File: src/hdl/kbp_pkg.sv
package kbp_pkg;

	localparam int MAX_FRAMES = 64;
	localparam int FRAME_AW = $clog2(MAX_FRAMES);
	localparam int DIV_W = 34;
	localparam int COEF_W = 40;
	localparam int ACC_W = 42;

	localparam logic [DIV_W-1:0] SEG_LEN = 34'd65536000;
	localparam logic [31:0] SPEED_RESET = 32'd1638400;

	// segment = (t >> 16) / 1000, lambda = rem / 1000, both by reciprocal multiply
	localparam logic [9:0] MS_DIV = 10'd1000;
	localparam logic [16:0] SEG_RECIP = 17'd67109;
	localparam int SEG_SHIFT = 26;
	localparam logic [26:0] MS_RECIP = 27'd68719477;
	localparam int MS_SHIFT = 36;

	localparam logic [1:0] REG_FRAME_COUNT = 2'd0;
	localparam logic [1:0] REG_LOOP_ENABLE = 2'd1;
	localparam logic [1:0] REG_TARGET_SPEED = 2'd2;

	localparam logic [2:0] CMD_TICK = 3'd0;
	localparam logic [2:0] CMD_WRITE = 3'd1;
	localparam logic [2:0] CMD_JUMP = 3'd2;
	localparam logic [2:0] CMD_PAUSE = 3'd3;
	localparam logic [2:0] CMD_START = 3'd4;

	typedef enum logic [2:0] {
		OP_TICK,
		OP_WRITE,
		OP_JUMP,
		OP_PAUSE,
		OP_RESUME,
		OP_NONE
	} op_t;

	typedef struct packed {
		op_t op;
		logic [5:0] frame_index;
		logic [31:0] key_x;
		logic [31:0] key_y;
		logic [31:0] key_z;
		logic [31:0] time_value;
	} item_t;

	typedef struct packed {
		logic valid;
		item_t item;
	} qhead_t;

	typedef struct packed {
		logic [6:0] frame_count;
		logic loop_enable;
		logic [31:0] target_speed;
	} cfg_t;

	typedef enum logic [4:0] {
		ST_IDLE,
		ST_EXEC,
		ST_WRAP,
		ST_SEG,
		ST_REM,
		ST_LAM,
		ST_LAM2,
		ST_LAM3,
		ST_READ,
		ST_COEF,
		ST_MUL,
		ST_FIN,
		ST_SQ,
		ST_SQA,
		ST_SQRT,
		ST_STEP,
		ST_DIVGO,
		ST_DIV,
		ST_EMIT
	} back_state_t;

	// v * f / 2^16, truncated toward zero
	function automatic logic signed [COEF_W-1:0] mulq(input logic signed [COEF_W-1:0] v,
			input logic [15:0] f);
		logic [COEF_W-1:0] mag;
		logic [COEF_W+15:0] p;
		logic [COEF_W-1:0] r;
		mag = v[COEF_W-1] ? COEF_W'(-v) : COEF_W'(v);
		p = mag * f;
		r = p[COEF_W+15:16];
		return v[COEF_W-1] ? $signed(-r) : $signed(r);
	endfunction

	function automatic logic signed [COEF_W-1:0] div4(input logic signed [COEF_W-1:0] x);
		return x[COEF_W-1] ? ((x + COEF_W'(3)) >>> 2) : (x >>> 2);
	endfunction

	function automatic logic [31:0] sat32(input logic signed [ACC_W-1:0] v);
		logic [ACC_W-32:0] top;
		top = v[ACC_W-1:31];
		if (top == '0 || top == '1) begin
			return v[31:0];
		end else if (v[ACC_W-1]) begin
			return 32'h8000_0000;
		end else begin
			return 32'h7fff_ffff;
		end
	endfunction

endpackage

File: src/hdl/kbp_front.sv
module kbp_front (
	input logic clk,
	input logic arst_n,
	input logic start,
	input logic [2:0] command,
	input logic [5:0] frame_index,
	input logic [31:0] key_x,
	input logic [31:0] key_y,
	input logic [31:0] key_z,
	input logic [31:0] time_value,
	output logic busy,
	output kbp_pkg::qhead_t head,
	input logic pop
);
	import kbp_pkg::*;

	item_t que_q [0:1];
	item_t in_item;
	logic wr_q;
	logic rd_q;
	logic [1:0] cnt_q;
	logic push;
	op_t op;

	always_comb begin
		unique case (command)
			CMD_TICK: op = OP_TICK;
			CMD_WRITE: op = OP_WRITE;
			CMD_JUMP: op = OP_JUMP;
			CMD_PAUSE: op = OP_PAUSE;
			CMD_START: op = OP_RESUME;
			default: op = OP_NONE;
		endcase
	end

	always_comb begin
		in_item.op = op;
		in_item.frame_index = frame_index;
		in_item.key_x = key_x;
		in_item.key_y = key_y;
		in_item.key_z = key_z;
		in_item.time_value = time_value;
	end

	assign busy = (cnt_q == 2'd2);
	assign push = start && !busy;
	assign head.valid = (cnt_q != 2'd0);
	assign head.item = que_q[rd_q];

	always_ff @(posedge clk or negedge arst_n) begin
		if (!arst_n) begin
			wr_q <= 1'b0;
			rd_q <= 1'b0;
			cnt_q <= 2'd0;
		end else begin
			if (push) begin
				wr_q <= !wr_q;
			end
			if (pop && head.valid) begin
				rd_q <= !rd_q;
			end
			priority if (push && !(pop && head.valid)) begin
				cnt_q <= cnt_q + 2'd1;
			end else if (!push && pop && head.valid) begin
				cnt_q <= cnt_q - 2'd1;
			end
		end
	end

	always_ff @(posedge clk) begin
		if (push) begin
			que_q[wr_q] <= in_item;
		end
	end

endmodule

File: config.mk
export PLATFORM = sky130hd
export DESIGN_NAME = kbp_front
export DESIGN_NICKNAME = d
export VERILOG_FILES = /design/src/hdl/kbp_pkg.sv /design/src/hdl/kbp_front.sv
export SDC_FILE = /design/constraint.sdc
export NUM_CORES = 1
export LEC_CHECK = 0
export BUFFER_PORTS_ARGS = -buffer_cell sky130_fd_sc_hd__buf_2
export CAP_MARGIN = 20
export CORE_ASPECT_RATIO = 0.7
export CORE_MARGIN = 1.5
export CORE_UTILIZATION = 50
export CTS_CLUSTER_SIZE = 40
export DETAILED_ROUTE_END_ITERATION = 10
export PLACE_DENSITY = 0.88
export SLEW_MARGIN = 20
export SYNTH_ARGS = -nofsm -noshare
export SYNTH_HDL_FRONTEND = slang
export SYNTH_SLANG_ARGS = --single-unit
File: constraint.sdc
create_clock -name clk -period 17.3 [get_ports clk]
set_input_delay 0.865 -clock clk [delete_from_list [all_inputs] [get_ports clk]]
set_output_delay 0.865 -clock clk [all_outputs]
set_load 0.01 [all_outputs]
Yosys cells after proc, flatten, opt, wreduce, memory -nomap -nowiden
Memory sizes are Yosys's and may differ from the RTL's.
Index checks and enable logic that the tools add are counted.
{"block": "totals", "romBits": 0, "output_inout_bits": 139, "latch_bits": 0, "in_bits": 141, "mem_count": 1, "reg_bits": 4, "elab_cells": 29, "mem_bits_rw": 274}
{"block": "op_classes", "div": 0, "n_bitwise": 0, "n_eq_ne": 5, "multipliers": 0, "n_reduce_logical": 13, "shifts": 0, "n_addsub": 2, "muxes": 5, "n_lt_le_gt_ge": 0}
{"name": "que_q", "words": 2, "width": 137, "read_ports": 1, "rd_clocked_by_memory_dff": 0, "write_ports": 1, "line_no": "kbp_front.sv:17", "rtl": "item_t que_q [0:1];"}
{"cell": "one-hot mux 3 bit (5 select lines)", "n": 1}
{"cell": "equality test 3 x 2 -> 1 bit (second input constant)", "n": 2}
{"cell": "logical AND 1 bit", "n": 5}
{"cell": "logical NOT 1 bit", "n": 5}
{"cell": "2-to-1 mux 2 bit", "n": 2}
{"cell": "nonzero test 2 bit", "n": 2}
{"cell": "equality test 3 x 1 -> 1 bit (second input constant)", "n": 1}
{"cell": "equality test 3 bit (second input constant)", "n": 1}
{"cell": "logical NOT 3 bit", "n": 1}
{"cell": "adder 2 x 1 -> 2 bit (second input constant)", "n": 1}
{"cell": "equality test 2 bit (second input constant)", "n": 1}
{"cell": "2-to-1 mux 1 bit", "n": 2}
{"cell": "subtractor 2 x 1 -> 2 bit (second input constant)", "n": 1}

Longest topological paths before layout
Gate-level depths: netlist of the first run.
{"block": "depth", "ltp_word": 8, "mapped_depth": 4, "depth_no_buf": 4}

Worst setup path after synthesis of the first run
Ideal clock, no wire load.
{"block": "synth_path", "path_type": "in2reg", "from": "input start", "to": "memory que_q[0][0] (netlist bit), enable pin", "path_slack_ps": 10037, "required_ps": 16665, "setup_ps": 635, "t_arrival_ps": 6628, "cell_stages": 2, "n_path_buf": 0, "path_cell_list": "nand2_1 nor2_1"}
{"block": "synth_via", "elab_chain_len": 3}
{"item": "from (decl)", "line_no": "kbp_front.sv:4", "rtl": "input logic start,"}
{"item": "logical AND 1 bit", "line_no": "kbp_front.sv:46", "rtl": "assign push = start && !busy;"}
{"item": "2-to-1 mux 1 bit", "line_no": "kbp_front.sv:71", "rtl": "if (push) begin"}
{"item": "2-to-1 mux 1 bit (implied by the code)", "line_no": "kbp_front.sv:72", "rtl": "que_q[wr_q] <= in_item;"}
{"item": "to (decl)", "line_no": "kbp_front.sv:17"}
No other way between the ends.

==> metrics, run 1 <==
DR WL/cell 18.4 um; vias 5219; max-cap violation count 0; layout cells sized above 1 60.2%; Synth cell types 19; max-slew violation count 0; Total GRT Usage 17.5%; CP endpoint kind primary output; Root Buffer clkbuf_16; vias in the first global route 5327; port bufs 279; Setup Viol. Count Final 0; achievable frequency 275 MHz; #FFs+latches synth 278; post-route ant nets 0; final hold viol count 0; Worst Path Arrival 2.77 ns; GPL Wtd Cong 0.744; First DRT Iteration DRCs 460; io pins 280; pre-CTS WS 13.92 ns; first-pass GRT wire length 28400 um; Clock H-tree levels 1; Die W 173 um; DRC viols 0; initial antenna violation count 1; HPWL Detailed 12100 um; Worst Path Class, Setup flip-flop to primary output; Antenna Cells 0; cts bufs inserted 25; static leakage 4.71 nW; Detailed Routing Iterations Pass 1 4; Die ar. 21200 um^2; # hold bufs at CTS 0; worst hold margin 0.137 ns; Overall Power 2.04 mW; initial core utilization 51.1%; GRT Residual Overflow 0; post-CTS setup buffers 0; Hold Path Class primary input to async pin; Worst Setup Start Kind flip-flop; crit path max fanout 87; Clock transition at path regs 0.07 ns; Mapped Area 10200 um^2; Final Core Density 63.3%; Final period util 21.0%; Slew @ Worst Pin 1.08 ns; fin crit period 3.63 ns; Via-to-Cell Ratio 5.07; post-synthesis sequential area ratio 82.0%; status complete, no violations; Final WS setup 13.67 ns; fin nets 886; Resized Gates After CTS 0; Core Box Area 19900 um^2; CTS tree done; clock sink total 278; Site Rows 43; clock skew 0.0111 ns; Ys Warns 0; CP required 16.43 ns; VDD IR max 0.0974 mV; unrepaired setup endpoints after global routing no; slew margin rel. 27.9%; Avg Inst Size Synth 22.5 um^2; Syn Inst Count 451; largest net degree at the start of global routing 88; CTS Buffer Depth 3; area grow syn2layout 23.8%; FF-to-FF setup slack 14.83 ns; die height 122 um; power density over cell area 163 nW/um^2; WL final 18900 um; Syn Nets 592; clock latency at the later pin of the worst-skew pair 0.52 ns; Final TNS setup 0 ns
[metal layers]
metal	vias to the layer above	track usage [%]	part of all wire, %
met5	-	0	0.058
met4	2	4.78	2.5
met3	36	6.01	9.3
met2	228	28.1	47
met1	2563	22.9	41
li1	2390	-	-
[layout make-up]
class / count / area [um^2]
inverters: 2 / 7.51
well taps: 270 / 338
clock buffers: 30 / 644
flip-flops and latches: 278 / 8330
clock inverters: 11 / 154
repair buffers: 283 / 1430
fillers: 1354 / 7280
multi-input cells: 155 / 1660
[synthesized netlist by cell type]
library cell / n / area, um^2
edfxtp_1: 274 / 8230
mux2_2: 137 / 1540
buf_6: 14 / 158
dfrtp_1: 4 / 100
a21oi_1: 3 / 15.0
inv_1: 2 / 7.51
nand2_1: 2 / 7.51
nor2b_1: 2 / 12.5
o21ai_0: 2 / 10.0
xnor2_1: 2 / 17.5
a21o_1: 1 / 7.51
and3_1: 1 / 6.26
buf_2: 1 / 5.00
clkbuf_1: 1 / 3.75
nand2b_1: 1 / 6.26
nor2_1: 1 / 3.75
nor3b_1: 1 / 7.51
o211ai_1: 1 / 7.51
or2_2: 1 / 6.26
[placed cells by master, fill, tap and decap left out, drive strengths merged]
cell type  instances
a21o               1
clkbuf            30
mux2             137
and3               1
o211ai             1
xnor2              2
nor2b              2
edfxtp           274
nor3b              1
o21ai              2
nand2b             1
inv                2
clkinvlp           1
nand2              2
bufinv             4
nor2               1
buf              283
a21oi              3
dfrtp              4
clkinv             6
or2                1
[worst max-delay path, stage by stage (launching register included)]
cell     delay (ns)
dfrtp_4        0.87
buf_6          0.63
mux2_2         0.43
buf_2          0.14
[report_power, final]
part           switching [mW]  total (mW)  internal [mW]  leakage, nW
Sequential             0.0538       0.951          0.897         2.61
Combinational           0.290       0.546          0.256         1.71
Clock                   0.224       0.546          0.322        0.387
[cell families (layout without fill, tap and decap cells)]
kind of cell	Yosys count	count (layout)	share of synthesized area, %
AOI/OAI and AO/OA	7	7	0.394
buffers and inverters	18	326	1.71
DFF	278	278	82.0
xor gates and xnor gates	2	2	0.173
muxes	137	137	15.2
and+or+nand+nor	9	9	0.493
[through the flow]
stage / std cells / cell area, um^2
after CTS: 1029 / 12600
after detailed placement: 988 / 11800
after floorplan: 451 / 10200
after global placement: 988 / 11800
after global routing: 1029 / 12600
final: 1029 / 12600
[registers in the layout, summed over array words and instances (netlist names)]
signal and flops:
rd_q 1, wr_q 1, cnt_q 2, que_q 274
[path summary, 6_finish.rpt]
kind | from | to | cells past startpoint
worst max register to register | cnt_q[0] | que_q[1][133] | 3
max in group asynchronous | arst_n | rd_q | 1
min in group clk | time_value[8] | que_q[1][8] | 1
worst min register to register | cnt_q[0] | cnt_q[0] | 1
worst min-delay path | arst_n | cnt_q[1] | 1
worst max-delay path | rd_q | head[28] | 3
No activity file was read; power rests on OpenSTA's default activity.
==> inputs of run 2 (changes only) <==
==> constraint.sdc (replaced) <==
create_clock -name clk -period 3.6 [get_ports clk]
set_input_delay 0.18 -clock clk [delete_from_list [all_inputs] [get_ports clk]]
set_output_delay 0.18 -clock clk [all_outputs]
set_load 0.01 [all_outputs]
==> run 2 against run 1 <==
  * Sequential share of layout area fell by 7.3 points
  * Register-to-register slack lost 13 ns
  * Non-clock buffer count up 145
  * Clock power grew to 5.1 times the previous value
  * Via count is 12% higher
  * Sequential cell count unchanged
  * Worst setup slack worse by 13 ns
  * Highest routed layer is now met4
  * Sequential power grew to 4.8 times the previous value
  * Clock skew rose by 0.0027 ns
  * Cell area is 12% higher
  * Critical endpoint is now head[97]
  * Routed wire length is 20% higher
  * Combinational power grew to 5.3 times the previous value
==> metrics, run 2 (synthesis gave the netlist of run 1 again) <==
status complete, no violations; Root Buffer clkbuf_16; worst reg-to-reg path cell count 4; max FFs per register 274; Clock H-tree levels 1; CP required 3.42 ns; worst hold margin 0.0886 ns; hold_sp command[1]; WL final 22800 um; Gate power share 28.3%; Inst Count DP 992; Detailed Routing Iterations Pass 1 6; fin nets 1032; First DRT Iteration DRCs 357; Switching Fraction 28.6%; Core Box Area 19900 um^2; FF+latch area 8330 um^2; die height 122 um; RR Startpoint cnt_q[0]; most frequent cells in the layout 279 x buf_2, 274 x edfxtp_1, 141 x dlygate4sd3_1, 137 x mux2_2, 26 x clkbuf_16; multi-input logic area 1660 um^2; Final TNS setup 0 ns; Site Rows 43; sequential power share 44.6%; first-pass GRT wire length 34100 um; crit path max fanout 46; post-route ant nets 0; Worst Path Arrival 2.31 ns; clock sink total 278; vias 5839; CTS tree done; achievable frequency 402 MHz; Clock transition at path regs 0.06 ns; Via-to-Cell Ratio 4.94; final hold viol count 0; Total GRT Usage 21.2%; area grow syn2layout 39.3%; vias in the first global route 6267; CTS Buffer Depth 3; Worst Path Class, Setup flip-flop to primary output; most common cell after layout, fill and taps aside buf_2; Slew @ Worst Pin 0.725 ns; initial core utilization 51.1%; final instance area 14100 um^2; final non-filler cell total 1182; Final WS setup 1.11 ns; Worst Setup Start Kind flip-flop; FILL cells 1188; max-slew violation count 0; GPL Wtd Cong 0.747; DRC viols 0; clock latency at the later pin of the worst-skew pair 0.52 ns; hold-critical path depth 2; HPWL Detailed 12800 um; fin crit period 2.49 ns; Hold Path Class primary input to flip-flop; cts bufs inserted 26; Setup Viol. Count Final 0; max-cap violation count 0; switching pwr 2.93 mW; Resized Gates After CTS 0; Final Core Density 71.2%; GRT Residual Overflow 0; crit path launch rd_q; Die W 173 um; internal power 7.32 mW; slew margin rel. 51.7%; layout cells sized above 1 51.3%; Biggest register que_q; Die ar. 21200 um^2; power density over cell area 725 nW/um^2; Final period util 69.1%; biggest registers after layout que_q x274, cnt_q x2; Overall Power 10.2 mW; CP endpoint kind primary output; port bufs 279; area of placed instances 11800 um^2; VDD IR max 0.552 mV; largest net degree at the start of global routing 80; clock share of power 27.1%; pre-CTS WS 1.56 ns; clock skew 0.0137 ns; unrepaired setup endpoints after global routing no; initial antenna violation count 1; DR WL/cell 19.3 um; static leakage 5.36 nW; io pins 280
run 2: worst paths after layout:
kind / to / slack [ns]
worst max-delay path: head[97] / 1.11
worst min-delay path: que_q[1][135] / 0.09
worst max register to register: que_q[0][75] / 1.57
worst min register to register: cnt_q[0] / 0.57
max in group asynchronous: rd_q / 2.81
min in group asynchronous: rd_q / 0.58
run 2: routing by layer:
layer	GRT usage (%)	vias to the layer above	wire [um]	part of all wire [%]
met1	25.7	2868	8890	39
met3	4.77	57	1380	6.1
met2	38.0	237	11800	52
met5	0	-	0	0
li1	-	2677	-	-
met4	7.55	0	659	2.9
run 2: power groups by stage:
stage	registers (mW)	clock network (mW)	logic [mW]
after floorplan	4.50	0	1.89
after global placement	4.57	0	2.70
after detailed placement	4.62	0	2.74
after CTS	4.56	2.82	2.89
after global routing	4.62	2.94	3.10
final	4.57	2.78	2.90
run 2: layout make-up:
type	count	area share [%]
inverter	2	0.0531
antenna	1	0.0177
tap	270	2.39
clock inverter	17	1.47
multi-input combinational	155	11.8
sequential	278	58.9
clock buffer	31	4.73
timing repair buffer	428	20.6
run 2: critical path: stages, from the launching register on:
cell and delay (ns):
dfrtp_4 0.85, buf_12 0.32, mux2_2 0.39, buf_2 0.15
run 2: timing repair:
| item | 4_1_cts | 5_1_grt |
|---|---|---|
| setup buffers | 0 | 0 |
| hold endpoints to repair | 281 | 0 |
| endpoints found under the setup margin | 0 | 0 |
| hold buffers | 141 | 0 |
